==> config.mk <==
export PLATFORM = sky130hd
export DESIGN_NAME = branch_resolve_unit_flat
export DESIGN_NICKNAME = d
export VERILOG_FILES = /design/src/design/bru_pkg.sv /design/src/design/bru_if.sv /design/src/design/bru_resolve.sv /design/src/design/branch_resolve_unit.sv /design/src/flat_wrapper.sv
export SDC_FILE = /design/constraint.sdc
export NUM_CORES = 1
export LEC_CHECK = 0
export BUFFER_PORTS_ARGS = -buffer_cell sky130_fd_sc_hd__buf_2
export CORE_MARGIN = 3
export CORE_UTILIZATION = 55
export DETAILED_ROUTE_END_ITERATION = 7
export GPL_TIMING_DRIVEN = 0
export PLACE_DENSITY = 0.77
export REMOVE_ABC_BUFFERS = 1
export SLEW_MARGIN = 0
export SYNTH_ARGS = -nofsm -noshare
export SYNTH_HDL_FRONTEND = slang
export SYNTH_HIERARCHICAL = 1
export SYNTH_SLANG_ARGS = --single-unit
==> constraint.sdc <==
create_clock -name clk -period 8.7 [get_ports clk]
set_input_delay 0.435 -clock clk [delete_from_list [all_inputs] [get_ports clk]]
set_output_delay 0.435 -clock clk [all_outputs]
set_load 0.02 [all_outputs]
==> src/design/bru_pkg.sv <==
// Package with the branch operation codes and the request and result records.
package bru_pkg;

  // Branch kinds carried in the operation field.
  typedef enum logic [1:0] {
    OP_B     = 2'd0,
    OP_BC    = 2'd1,
    OP_BCLR  = 2'd2,
    OP_BCCTR = 2'd3
  } bru_op_t;

  localparam int unsigned WordWidth = 32;

  // Clears the two low bits of a register-sourced target.
  localparam logic [WordWidth-1:0] AlignMask = 32'hffff_fffc;

  // Distance from a branch to the instruction after it.
  localparam logic [WordWidth-1:0] InstrBytes = 32'd4;

  // One branch request as held in the input register.
  typedef struct packed {
    bru_op_t              operation;
    logic [WordWidth-1:0] instruction;
    logic [WordWidth-1:0] pc;
    logic [WordWidth-1:0] ctr_in;
    logic [WordWidth-1:0] lr_in;
    logic [WordWidth-1:0] cr_bits;
  } bru_req_t;

  // One resolved branch as held in the result register.
  typedef struct packed {
    logic [WordWidth-1:0] next_pc;
    logic [WordWidth-1:0] ctr_out;
    logic [WordWidth-1:0] lr_out;
    logic                 taken;
  } bru_rsp_t;

endpackage

==> src/design/bru_if.sv <==
// Valid/ready channel interfaces for branch requests and branch results.
interface bru_req_if;
  logic        valid;
  logic        ready;
  logic [1:0]  operation;
  logic [31:0] instruction;
  logic [31:0] pc;
  logic [31:0] ctr_in;
  logic [31:0] lr_in;
  logic [31:0] cr_bits;

  modport source (
    output valid, operation, instruction, pc, ctr_in, lr_in, cr_bits,
    input  ready
  );
  modport sink (
    input  valid, operation, instruction, pc, ctr_in, lr_in, cr_bits,
    output ready
  );
endinterface

interface bru_rsp_if;
  logic        valid;
  logic        ready;
  logic [31:0] next_pc;
  logic [31:0] ctr_out;
  logic [31:0] lr_out;
  logic        taken;

  modport source (
    output valid, next_pc, ctr_out, lr_out, taken,
    input  ready
  );
  modport sink (
    input  valid, next_pc, ctr_out, lr_out, taken,
    output ready
  );
endinterface

==> src/design/bru_resolve.sv <==
// Combinational branch resolution: conditions, CTR update, target and link.
module bru_resolve
  import bru_pkg::*;
(
  input  bru_req_t req,
  output bru_rsp_t rsp
);

  logic [4:0]           bi;
  logic                 bo_no_cr;
  logic                 bo_cr_val;
  logic                 bo_no_ctr;
  logic                 bo_ctr_zero;
  logic                 aa;
  logic                 lk;
  logic [WordWidth-1:0] link;
  logic [WordWidth-1:0] li_ext;
  logic [WordWidth-1:0] bd_ext;
  logic [WordWidth-1:0] ctr_dec;
  logic                 cr_sel;
  logic                 cond_ok;
  logic                 ctr_ok;
  logic [WordWidth-1:0] target;
  logic                 taken;
  logic [WordWidth-1:0] ctr_next;

  // Instruction fields; BO bits are named by their role.
  assign bo_no_cr    = req.instruction[25];
  assign bo_cr_val   = req.instruction[24];
  assign bo_no_ctr   = req.instruction[23];
  assign bo_ctr_zero = req.instruction[22];
  assign bi          = req.instruction[20:16];
  assign aa          = req.instruction[1];
  assign lk          = req.instruction[0];

  // Sign-extended word offsets of the I-form and B-form words.
  assign li_ext = {{6{req.instruction[25]}}, req.instruction[25:2], 2'b00};
  assign bd_ext = {{16{req.instruction[15]}}, req.instruction[15:2], 2'b00};

  assign link    = req.pc + InstrBytes;
  assign ctr_dec = req.ctr_in - 32'd1;

  // CR bit 0 sits in the most significant bit of the register.
  assign cr_sel  = req.cr_bits[5'd31 - bi];
  assign cond_ok = bo_no_cr || (cr_sel == bo_cr_val);

  // The count test looks at the decremented value.
  assign ctr_ok = bo_no_ctr || ((ctr_dec != '0) != bo_ctr_zero);

  // Per-kind target, taken decision and count update.
  always_comb begin
    target   = link;
    taken    = 1'b0;
    ctr_next = req.ctr_in;
    case (req.operation)
      OP_B: begin
        target = aa ? li_ext : li_ext + req.pc;
        taken  = 1'b1;
      end
      OP_BC: begin
        target = aa ? bd_ext : bd_ext + req.pc;
        taken  = ctr_ok && cond_ok;
        if (!bo_no_ctr) begin
          ctr_next = ctr_dec;
        end
      end
      OP_BCLR: begin
        target = req.lr_in & AlignMask;
        taken  = ctr_ok && cond_ok;
        if (!bo_no_ctr) begin
          ctr_next = ctr_dec;
        end
      end
      OP_BCCTR: begin
        target = req.ctr_in & AlignMask;
        taken  = cond_ok;
      end
      default: begin
        target   = link;
        taken    = 1'b0;
        ctr_next = req.ctr_in;
      end
    endcase
  end

  // The link is written whether or not the branch goes.
  assign rsp.next_pc = taken ? target : link;
  assign rsp.ctr_out = ctr_next;
  assign rsp.lr_out  = lk ? link : req.lr_in;
  assign rsp.taken   = taken;

endmodule

==> src/design/branch_resolve_unit.sv <==
// Top level of the branch resolution unit: input register, resolve logic, result register.
//
//   channel | dir | carries                                          | accepted when
//   req     | in  | operation, instruction, pc, ctr_in, lr_in, cr_bits | req.valid && req.ready
//   rsp     | out | next_pc, ctr_out, lr_out, taken                    | rsp.valid && rsp.ready
//
// An accepted request is held in the input register, where the resolve logic works on it;
// its result enters the result register, which drives rsp, once that register is free or
// being drained. One request is accepted per cycle while the result side does not stall;
// the rate is set by the single pass of resolve logic between the two registers.
// A stalled result holds the result register and lets one more request wait in the
// input register before req.ready drops. Synchronous reset empties both registers.
module branch_resolve_unit
  import bru_pkg::*;
(
  input  logic         clk,
  input  logic         rst,
  bru_req_if.sink      req,
  bru_rsp_if.source    rsp
);

  logic     in_valid;
  bru_req_t in_data;
  logic     out_valid;
  bru_rsp_t out_data;
  bru_rsp_t resolved;
  logic     advance;
  logic     req_take;

  // The input stage moves on when the result register is free or being drained.
  assign advance  = in_valid && (!out_valid || rsp.ready);
  assign req.ready = !in_valid || advance;
  assign req_take = req.valid && req.ready;

  // Input register valid flag.
  always_ff @(posedge clk) begin
    if (rst) begin
      in_valid <= 1'b0;
    end else if (req.ready) begin
      in_valid <= req.valid;
    end
  end

  // Input register payload.
  always_ff @(posedge clk) begin
    if (req_take) begin
      in_data.operation   <= bru_op_t'(req.operation);
      in_data.instruction <= req.instruction;
      in_data.pc          <= req.pc;
      in_data.ctr_in      <= req.ctr_in;
      in_data.lr_in       <= req.lr_in;
      in_data.cr_bits     <= req.cr_bits;
    end
  end

  bru_resolve u_resolve (
    .req (in_data),
    .rsp (resolved)
  );

  // Result register valid flag.
  always_ff @(posedge clk) begin
    if (rst) begin
      out_valid <= 1'b0;
    end else if (advance) begin
      out_valid <= 1'b1;
    end else if (rsp.ready) begin
      out_valid <= 1'b0;
    end
  end

  // Result register payload.
  always_ff @(posedge clk) begin
    if (advance) begin
      out_data <= resolved;
    end
  end

  assign rsp.valid   = out_valid;
  assign rsp.next_pc = out_data.next_pc;
  assign rsp.ctr_out = out_data.ctr_out;
  assign rsp.lr_out  = out_data.lr_out;
  assign rsp.taken   = out_data.taken;

endmodule

==> src/flat_wrapper.sv <==
// flat-port wrapper written by rule: the top's interface ports become plain ports
module branch_resolve_unit_flat import bru_pkg::*;
  (clk, rst, req_valid, req_operation, req_instruction, req_pc, req_ctr_in, req_lr_in, req_cr_bits, req_ready, rsp_valid, rsp_next_pc, rsp_ctr_out, rsp_lr_out, rsp_taken, rsp_ready);
  bru_req_if req_i ();
  bru_rsp_if rsp_i ();
  input  logic clk;
  input  logic rst;
  input wire logic [$bits(req_i.valid)-1:0] req_valid;
  input wire logic [$bits(req_i.operation)-1:0] req_operation;
  input wire logic [$bits(req_i.instruction)-1:0] req_instruction;
  input wire logic [$bits(req_i.pc)-1:0] req_pc;
  input wire logic [$bits(req_i.ctr_in)-1:0] req_ctr_in;
  input wire logic [$bits(req_i.lr_in)-1:0] req_lr_in;
  input wire logic [$bits(req_i.cr_bits)-1:0] req_cr_bits;
  output wire logic [$bits(req_i.ready)-1:0] req_ready;
  output wire logic [$bits(rsp_i.valid)-1:0] rsp_valid;
  output wire logic [$bits(rsp_i.next_pc)-1:0] rsp_next_pc;
  output wire logic [$bits(rsp_i.ctr_out)-1:0] rsp_ctr_out;
  output wire logic [$bits(rsp_i.lr_out)-1:0] rsp_lr_out;
  output wire logic [$bits(rsp_i.taken)-1:0] rsp_taken;
  input wire logic [$bits(rsp_i.ready)-1:0] rsp_ready;
  assign req_i.valid = req_valid;
  assign req_i.operation = req_operation;
  assign req_i.instruction = req_instruction;
  assign req_i.pc = req_pc;
  assign req_i.ctr_in = req_ctr_in;
  assign req_i.lr_in = req_lr_in;
  assign req_i.cr_bits = req_cr_bits;
  assign req_ready = req_i.ready;
  assign rsp_valid = rsp_i.valid;
  assign rsp_next_pc = rsp_i.next_pc;
  assign rsp_ctr_out = rsp_i.ctr_out;
  assign rsp_lr_out = rsp_i.lr_out;
  assign rsp_taken = rsp_i.taken;
  assign rsp_i.ready = rsp_ready;
  branch_resolve_unit u_core (.clk(clk), .rst(rst), .req(req_i), .rsp(rsp_i));
endmodule
# Word level (Yosys, flattened, before mapping)
# Cells that the tools add are included.
# classes
add_sub_neg	5
n_eq_ne	5
order_cmp	1
n_reduce_logical	13
n_mux	12
# op_table
cell	count
two-way mux 32 bit	6
case mux 32 bit (4 select lines)	1
adder 32 bit	2
adder 32 x 3 -> 32 bit (second input constant)	1
nonzero test 32 bit	1
subtractor 32 x 1 -> 32 bit (second input constant)	1
< comparator 5 x 6 -> 1 bit (second input constant)	1
binary-select mux 1 bit (select 5 bit)	1
subtractor 5 bit (first input constant)	1
== test 2 bit (second input constant)	2
logical OR 1 bit	4
logical AND 1 bit	3
two-way mux 1 bit	3
case mux 1 bit (3 select lines)	1
== test 2 x 1 -> 1 bit (second input constant)	1
logical NOT 1 bit	2
logical NOT 2 bit	1
nonzero test 2 bit	1
OR reduction 2 bit	1
== test 1 bit	1
inequality test 1 bit	1
# totals
input_bits	166
out_inout_bits	99
wordCells	48
ff_bits	255

# Longest topological paths before layout
# Gate-level depths: netlist (run 1).
# logic_depth
depth_word	8
depth_mapped	15
mapped_depth_nobuf	12

# By module
# Netlist (run 1), hierarchy kept.
# modules_own_cells
module	seq_area_each_um2	cells_each	area_per_inst_um2	n_inst
branch_resolve_unit	7817.5	269	7881.3	1
bru_resolve	0.0	891	6000.8	1

# Worst setup path after synthesis (run 1)
# OpenSTA, ideal clock, no wires.
# synth_timing
path_type	register -> register
from	reg u_core/in_data[64] in the netlist's numbering
to	reg u_core.out_data, in the netlist u_core/rsp.next_pc[3] (data pin)
path_stages_with_launch	16
t_arrival_ps	3578
setup_ps	260
path_buffers	3
required_time_ps	8440
slack_ps	4861
period_less_slack_ps	3839
path_cell_list	edfxtp_1 inv_1 ha_1 or4b_1 clkbuf_2 or4_1 buf_2 nor4_1 xnor2_1 nand4_1 o31a_1 o21ai_2 a21oi_4 inv_2 buf_6 mux2_4
# synth_rtl
item	line_no	source
from (decl)	branch_resolve_unit.sv:23	bru_req_t in_data;
to (signal assigned)	branch_resolve_unit.sv:75	out_data <= resolved;
to (decl)	branch_resolve_unit.sv:25	bru_rsp_t out_data;

==> results.toml, run 1 <==
[setup_path]
crit_type = "reg -> reg"
crit_path_end = "u_core/rsp.next_pc[3]"
r2r-end = "u_core/rsp.next_pc[3]"
arrival_ns = 5.24
r2r_slack_ns = 3.76
reg2reg_depth = 12
crit_path_max_incr_delay_ns = 0.74
timing.critical_path.buf_inv = 2
path_max_fanout = 30
slowest_stage = "inv_2"
reg2reg_from = "u_core/in_data[64]"
start_kind = "flip-flop"
startpoint = "u_core/in_data[64]"
crit_chain = "inv_1, ha_1, or4b_1, or4_1, nor4_1, xnor2_1, nand4_1, o31a_1, o21ai_2, a21oi_4, inv_2, mux2_4"
crit_family = "simple AND/OR/NAND/NOR gates"
critPathCaptureType = "flip-flop"
critPathRequiredTime_ns = 8.99
cp.depth = 12

[outcome]
outcome = "finished clean"

[timing]
min_period_ns = 4.94
tns_ns = 0
min_period_over_period_pct = 56.8
rsz0062_at_grt = "false"
finalClockSkew_ns = 0.0174
slew_viol_final = 0
max_slew_margin_pct = 4.55
setup_viol = 0
max_freq_mhz = 202
worstMarginPinSlew_ns = 1.43
hold_viol_final = 0

[floorplan]
rows = 57
fp.dieH_um = 164
dieArea_um2 = 26800
die_x_um = 164
core-area_um2 = 24400
initial_core_util_pct = 56.2
io_pins = 265

[power]
p_per_area_nw_per_um2 = 195
leakage_nw = 6.31
vdd_drop_max_mv = 0.173

[clock_tree]
post_cts_buffers = 0
clock_sinks = 255
cts_resized = 0
postCtsHoldBufs = 0
clk_latency_ns = 0.54
cts_max_level = 1
tritoncts = "yes"
cts_root_buf = "clkbuf_16"
clockBufferDepth = 3
clkTransAtPathRegs_ns = 0.06
cts_made_buffers = 27

[finish]
final_common_cell = "buf_2"
layout_common_cells = "buf_2, edfxtp_1, nor2_1, a21oi_1, nand2_1"
area_growth_pct = 18.7
nNetsFinal = 1613
final_util_pct = 66.7
drive_gt1_share_pct = 24.3

[global_routing]
track_usage_pct = 27.2
overflow = 0
grt_antenna_before_repair = 4
grt_pass1_vias = 10300
grt_pass1_wl_mm = 56.9
grt_max_degree = 76

[detailed_routing]
vias = 10700
wirelength_mm = 37.3
drt_pre_antenna_iters = 5
avgRoutedWirePerCell_um = 21.4
drt_iter0_markers = 1239
vias_per_cell = 6.13
antenna_left = 0
drc = 0

[place]
io_buffers = 258
place_congestion = 0.938
dp_hpwl_mm = 27.5

[yosys]
avgSynthCellArea_um2 = 11.9
syn-instance-count = 1154
synth_warnings = 6
synthesis.area_um2 = 13700

[min_path]
hold_path_class = "in -> reg"
holdPathStages = 1

[job]
cap_violations = 0
[area by class of cell]
cell class	instances	area, µm²
Multi-Input combinational cell	827	5770
Timing Repair Buffer	265	1480
Clock buffer	29	683
Inverter	19	71.3
Fill cell	1851	8120
Sequential cell	255	7640
Clock inverter	19	209
Antenna cell	4	10.0
Tap cell	324	405
[sequential cells by signal (all words and copies together) (netlist names)]
signal              flops
u_core/rsp.taken        1
u_core/rsp.next_pc     32
u_core/in_data        156
u_core/in_valid         1
u_core/rsp.valid        1
u_core/rsp.lr_out      32
u_core/rsp.ctr_out     32
[how the worst min path moves through the flow]
stage	start	endpoint	slack [ns]
after floorplan	u_core/in_valid	u_core/rsp.valid	0.46
after detailed placement	u_core/in_valid	u_core/rsp.valid	0.50
final	req_lr_in[5]	u_core/in_data[37]	0.07
after CTS	rst	u_core/in_valid	0.05
after global placement	u_core/in_valid	u_core/rsp.valid	0.47
after global routing	rst	u_core/in_valid	0.05
[layer usage]
| layer | vias to the layer above | track usage, % | routed length [µm] |
|---|---|---|---|
| met5 | - | 0 | 0 |
| met4 | 0 | 8.34 | 1050 |
| met3 | 72 | 4.24 | 3600 |
| met2 | 585 | 44.1 | 17500 |
| met1 | 5097 | 38.2 | 15100 |
| li1 | 4928 | - | - |
[worst register-to-register path: stages (launching register included)]
cell      delay [ns]
edfxtp_1        0.48
inv_1           0.14
ha_1            0.24
or4b_1          0.58
or4_1           0.70
nor4_1          0.38
xnor2_1         0.19
nand4_1         0.20
o31a_1          0.35
o21ai_2         0.22
a21oi_4         0.11
inv_2           0.74
mux2_4          0.39
[power by group]
| group | internal [mW] | leakage (nW) | switching, mW |
|---|---|---|---|
| clock | 0.687 | 0.436 | 0.459 |
| combinational | 0.215 | 3.43 | 0.308 |
| sequential | 1.45 | 2.45 | 0.0634 |
[per-stage QoR]
| stage | worst slack (ns) | hold WS [ns] | total power [mW] | cell area (µm²) | instances |
|---|---|---|---|---|---|
| floorplan | 4.54 | 0.461 | 1.85 | 13500 | 1101 |
| global placement | 3.79 | 0.472 | 2.02 | 15200 | 1683 |
| detailed placement | 3.81 | 0.501 | 2.04 | 15400 | 1690 |
| CTS | 3.75 | 0.0481 | 3.18 | 16300 | 1738 |
| global route | 3.54 | 0.0475 | 3.30 | 16300 | 1742 |
| finish | 3.76 | 0.0657 | 3.18 | 16300 | 1742 |
Note: power is estimated with default switching activity, not from simulation.
==> inputs of run 2 (changes only) <==
Clock period 8.7 ns to 4.7 ns, I/O delays scaled along.
==> results.toml, run 2 (same netlist as run 1, synthesis figures left out) <==
[outcome]
outcome = "finished clean"

[global_routing]
grt_antenna_before_repair = 2
grt_pass1_vias = 11500
overflow = 0
grt_max_degree = 76
track_usage_pct = 30.5
grt_pass1_wl_mm = 63.6

[min_path]
hold_path_class = "in -> reg"
holdPathStages = 2

[floorplan]
initial_core_util_pct = 56.2
io_pins = 265
dieArea_um2 = 26800
rows = 57
die_x_um = 164
core-area_um2 = 24400
fp.dieH_um = 164

[power]
p_per_area_nw_per_um2 = 338
power_mw = 6.04
leakage_nw = 6.98
vdd_drop_max_mv = 0.252

[timing]
hold_viol_final = 0
max_freq_mhz = 223
setup_viol = 0
slew_viol_final = 0
finalClockSkew_ns = 0.0163
worstMarginPinSlew_ns = 1.38
min_period_ns = 4.48
rsz0062_at_grt = "false"
min_period_over_period_pct = 95.3
max_slew_margin_pct = 8.01

[clock_tree]
clock_sinks = 255
cts_max_level = 1
clk_latency_ns = 0.54
tritoncts = "yes"
cts_root_buf = "clkbuf_16"
clkTransAtPathRegs_ns = 0.06
cts_made_buffers = 27
clockBufferDepth = 3

[finish]
area_growth_pct = 30.5
nNetsFinal = 1772
fin_area_um2 = 17900
fill_cells = 1634
drive_gt1_share_pct = 21.9
final_common_cell = "buf_2"
largest_reg_flops = 156
layout_common_cells = "buf_2, edfxtp_1, dlygate4sd3_1, nor2_1, a21oi_1"
regMostFlops = "u_core/in_data"

[place]
io_buffers = 258
place_congestion = 0.938
dp_hpwl_mm = 27.5
placed_area_um2 = 15400

[setup_path]
critPathRequiredTime_ns = 4.99
reg2reg_depth = 12
start_kind = "flip-flop"
arrival_ns = 4.77
path_max_fanout = 30
critPathCaptureType = "flip-flop"
crit_type = "reg -> reg"

[detailed_routing]
vias = 11500
vias_per_cell = 6.08
drc = 0
antenna_left = 0
drt_iter0_markers = 1381
drt_pre_antenna_iters = 7
avgRoutedWirePerCell_um = 21.9
wirelength_mm = 41.7

[job]
cap_violations = 0
==> run 2: cell types whose count changed in the layout (fill, tap and decap cells not counted), sizes merged <==
cell,change
clkinv,+1
diode,-2
dlygate4sd3,+159
inv,-1
==> run 2: per-layer routing <==
layer  GRT usage (%)  share of wire (%)  up-vias
met1            40.5                 38     5538
met5               0                  0        -
met2            52.4                 49      686
met3            4.77                9.6       77
met4            8.46                2.6        0
li1                -                  -     5248
==> run 2: path summary, 6_finish.rpt <==
| check | endpoint | slack, ns | start |
|---|---|---|---|
| worst max-delay path | u_core/rsp.next_pc[3] | 0.22 | u_core/in_data[64] |
| worst min-delay path | u_core/in_data[133] | 0.31 | req_valid |
| worst max register to register | u_core/rsp.next_pc[3] | 0.22 | u_core/in_data[64] |
| worst min register to register | u_core/rsp.valid | 0.56 | u_core/in_valid |
==> run 2: critical path, cell delays in order, from the launching register on <==
cell,delay (ns)
edfxtp_1,0.48
inv_1,0.14
ha_1,0.24
or4b_1,0.59
or4_4,0.63
nor4_2,0.30
xnor2_1,0.18
nand4_1,0.21
nor4_2,0.35
o21ai_2,0.14
a21oi_4,0.30
clkinv_8,0.27
mux2_4,0.37
==> run 2: repair_timing <==
action	4_1_cts	5_1_grt
gates resized for setup	1	5
hold buffers	159	0
setup endpoints to repair	29	27
buffers inserted	0	0
hold endpoints to repair	158	0
==> run 2: report_power, final <==
group	leakage [nW]	total, mW	switching, mW	internal [mW]
logic	4.10	1.09	0.607	0.484
clock network	0.436	2.15	0.877	1.27
registers	2.45	2.80	0.121	2.68
==> run 2: cell type report <==
cell class	count	area, µm²	share of cell area [%]
Clock buffer	29	683	3.82
Tap cell	324	405	2.27
Multi-Input combinational cell	827	5780	32.3
Antenna cell	2	5.00	0.0280
Clock inverter	19	209	1.17
Sequential cell	255	7640	42.7
Timing Repair Buffer	424	3080	17.2
Inverter	19	83.8	0.469
==> run 2: through the flow <==
step	TNS (ns)	hold slack [ns]	worst slack (ns)	std cells	util, %
after CTS	0	0.289	0.0169	1897	73.2
final	0	0.306	0.220	1899	73.3
after global placement	-1.63	0.411	-0.211	1683	62.2
after detailed placement	-1.38	0.413	-0.193	1690	63.0
after floorplan	0	0.297	0.544	1101	-
after global routing	0	0.315	0.0908	1899	73.3
==> inputs of run 3 (changes only) <==
Settings changed: CORE_UTILIZATION 55 to 51, MAX_ROUTING_LAYER set to met4, PLACE_DENSITY 0.77 to 0.75.
Clock period 4.7 ns to 4 ns, I/O delays scaled along.
==> results.toml, run 3 (same netlist as run 1, synthesis figures left out) <==
[outcome]
outcome = "finished clean"

[clock_tree]
cts_max_level = 1
cts_root_buf = "clkbuf_16"
clockBufferDepth = 3
clock_sinks = 255
clkTransAtPathRegs_ns = 0.06
tritoncts = "yes"
clk_latency_ns = 0.55
cts_made_buffers = 27

[finish]
largest_reg_flops = 156
drive_gt1_share_pct = 23.0
final_util_pct = 68.8
final_common_cell = "buf_2"
layout_common_cells = "buf_2, edfxtp_1, dlygate4sd3_1, nor2_1, a21oi_1"
regMostFlops = "u_core/in_data"
nNetsFinal = 1787
finalNonFillerCells = 1925
area_growth_pct = 31.5

[detailed_routing]
drt_iter0_markers = 1346
avgRoutedWirePerCell_um = 21.7
vias = 11500
antenna_left = 0
drt_pre_antenna_iters = 6
wirelength_mm = 41.8
drc = 0
vias_per_cell = 5.95

[job]
cap_violations = 0

[timing]
slew_viol_final = 0
min_period_ns = 3.92
max_slew_margin_pct = 5.56
worstMarginPinSlew_ns = 1.42
tns_ns = 0
rsz0062_at_grt = "false"
max_freq_mhz = 255
finalClockSkew_ns = 0.0192
min_period_over_period_pct = 98.1
hold_viol_final = 0
setup_viol = 0

[place]
dp_hpwl_mm = 28.0
place_congestion = 0.946
dp_cells = 1701
io_buffers = 258

[global_routing]
grt_pass1_wl_mm = 63.9
grt_antenna_before_repair = 1
overflow = 0
track_usage_pct = 29.2
grt_pass1_vias = 11400
grt_max_degree = 77

[setup_path]
slowest_stage = "or4b_4"
crit_type = "reg -> reg"
path_max_fanout = 15
r2r_slack_ns = 0.08
cpMostUsedCell = "or3_4"
arrival_ns = 4.30
crit_chain = "or3_4, or4b_4, or3_4, o311ai_1, a311oi_1, o31a_1, o21ai_2, a21oi_4, buf_12, inv_8, mux2i_2"
crit_path_max_incr_delay_ns = 0.60
critPathRequiredTime_ns = 4.38
start_kind = "flip-flop"
critPathCaptureType = "flip-flop"

[power]
p_per_area_nw_per_um2 = 390
vdd_drop_max_mv = 0.402
leakage_nw = 7.05
power_mw = 7.03

[floorplan]
io_pins = 265
dieArea_um2 = 28900
fp.dieH_um = 170
initial_core_util_pct = 52.3
rows = 59
die_x_um = 170
core-area_um2 = 26200

[min_path]
hold_path_class = "in -> reg"
-- run 3: cell types whose count changed in the layout (fill, tap and decap cells not counted), sizes merged --
cell and delta:
inv +3, clkbuf +4, clkinv -1, bufinv -2
diode -1, buf +14, clkinvlp -2
-- run 3: path summary, 6_finish.rpt --
check	from	endpoint	cells after the start
hold reg to reg	u_core/in_valid	u_core/rsp.valid	2
setup / recovery	u_core/in_data[69]	u_core/rsp.next_pc[29]	11
hold / removal	req_valid	u_core/in_data[129]	2
setup reg to reg	u_core/in_data[69]	u_core/rsp.next_pc[29]	11
-- run 3: per-stage QoR --
step	cell area, µm²	setup slack (ns)	hold slack, ns
6_report	18000	0.0755	0.322
5_1_grt	18000	0.00260	0.334
4_1_cts	17900	0.0365	0.304
3_5_place_dp	15400	-0.822	0.378
3_3_place_gp	15200	-0.833	0.376
2_1_floorplan	13500	-0.156	0.262
-- run 3: timing repair --
item | 4_1_cts | 5_1_grt
setup buffers | 8 | 6
hold buffers | 159 | 0
pin swaps | 3 | 6
gates cloned | 1 | 0
gates resized for setup | 10 | 8
endpoints found under the setup margin | 30 | 30
endpoints found under the hold margin | 158 | 0
-- run 3: critical path, delay by kind of cell, from the launching register on --
kind	cells	cell delay, ns
AOI/OAI and AO/OA	5	1.18
buffers and inverters	2	0.34
DFF	1	0.50
muxes	1	0.26
and+or+nand+nor	3	1.47
-- run 3: routing by layer --
| layer | up-vias | routed length, µm | track usage [%] |
|---|---|---|---|
| met5 | - | 0 | - |
| met4 | 0 | 1540 | 9.63 |
| met3 | 93 | 3850 | 4.99 |
| met2 | 661 | 19900 | 46.6 |
| met1 | 5420 | 16500 | 38.3 |
| li1 | 5280 | - | - |
-- run 3: report_power, final --
| part | internal (mW) | switching [mW] |
|---|---|---|
| Sequential | 3.14 | 0.137 |
| Combinational | 0.597 | 0.730 |
| Clock | 1.39 | 1.03 |
| Total | 5.14 | 1.90 |
-- run 3: layout make-up --
| type | instances | area (µm²) |
|---|---|---|
| fill | 1842 | 8190 |
| timing repair inverter | 1 | 11.3 |
| antenna | 1 | 2.50 |
| tap | 335 | 419 |
| multi-input combinational | 827 | 5830 |
| timing repair buffer | 438 | 3190 |
| sequential | 255 | 7640 |
| clock buffer | 33 | 708 |
| clock inverter | 16 | 146 |
| inverter | 19 | 78.8 |
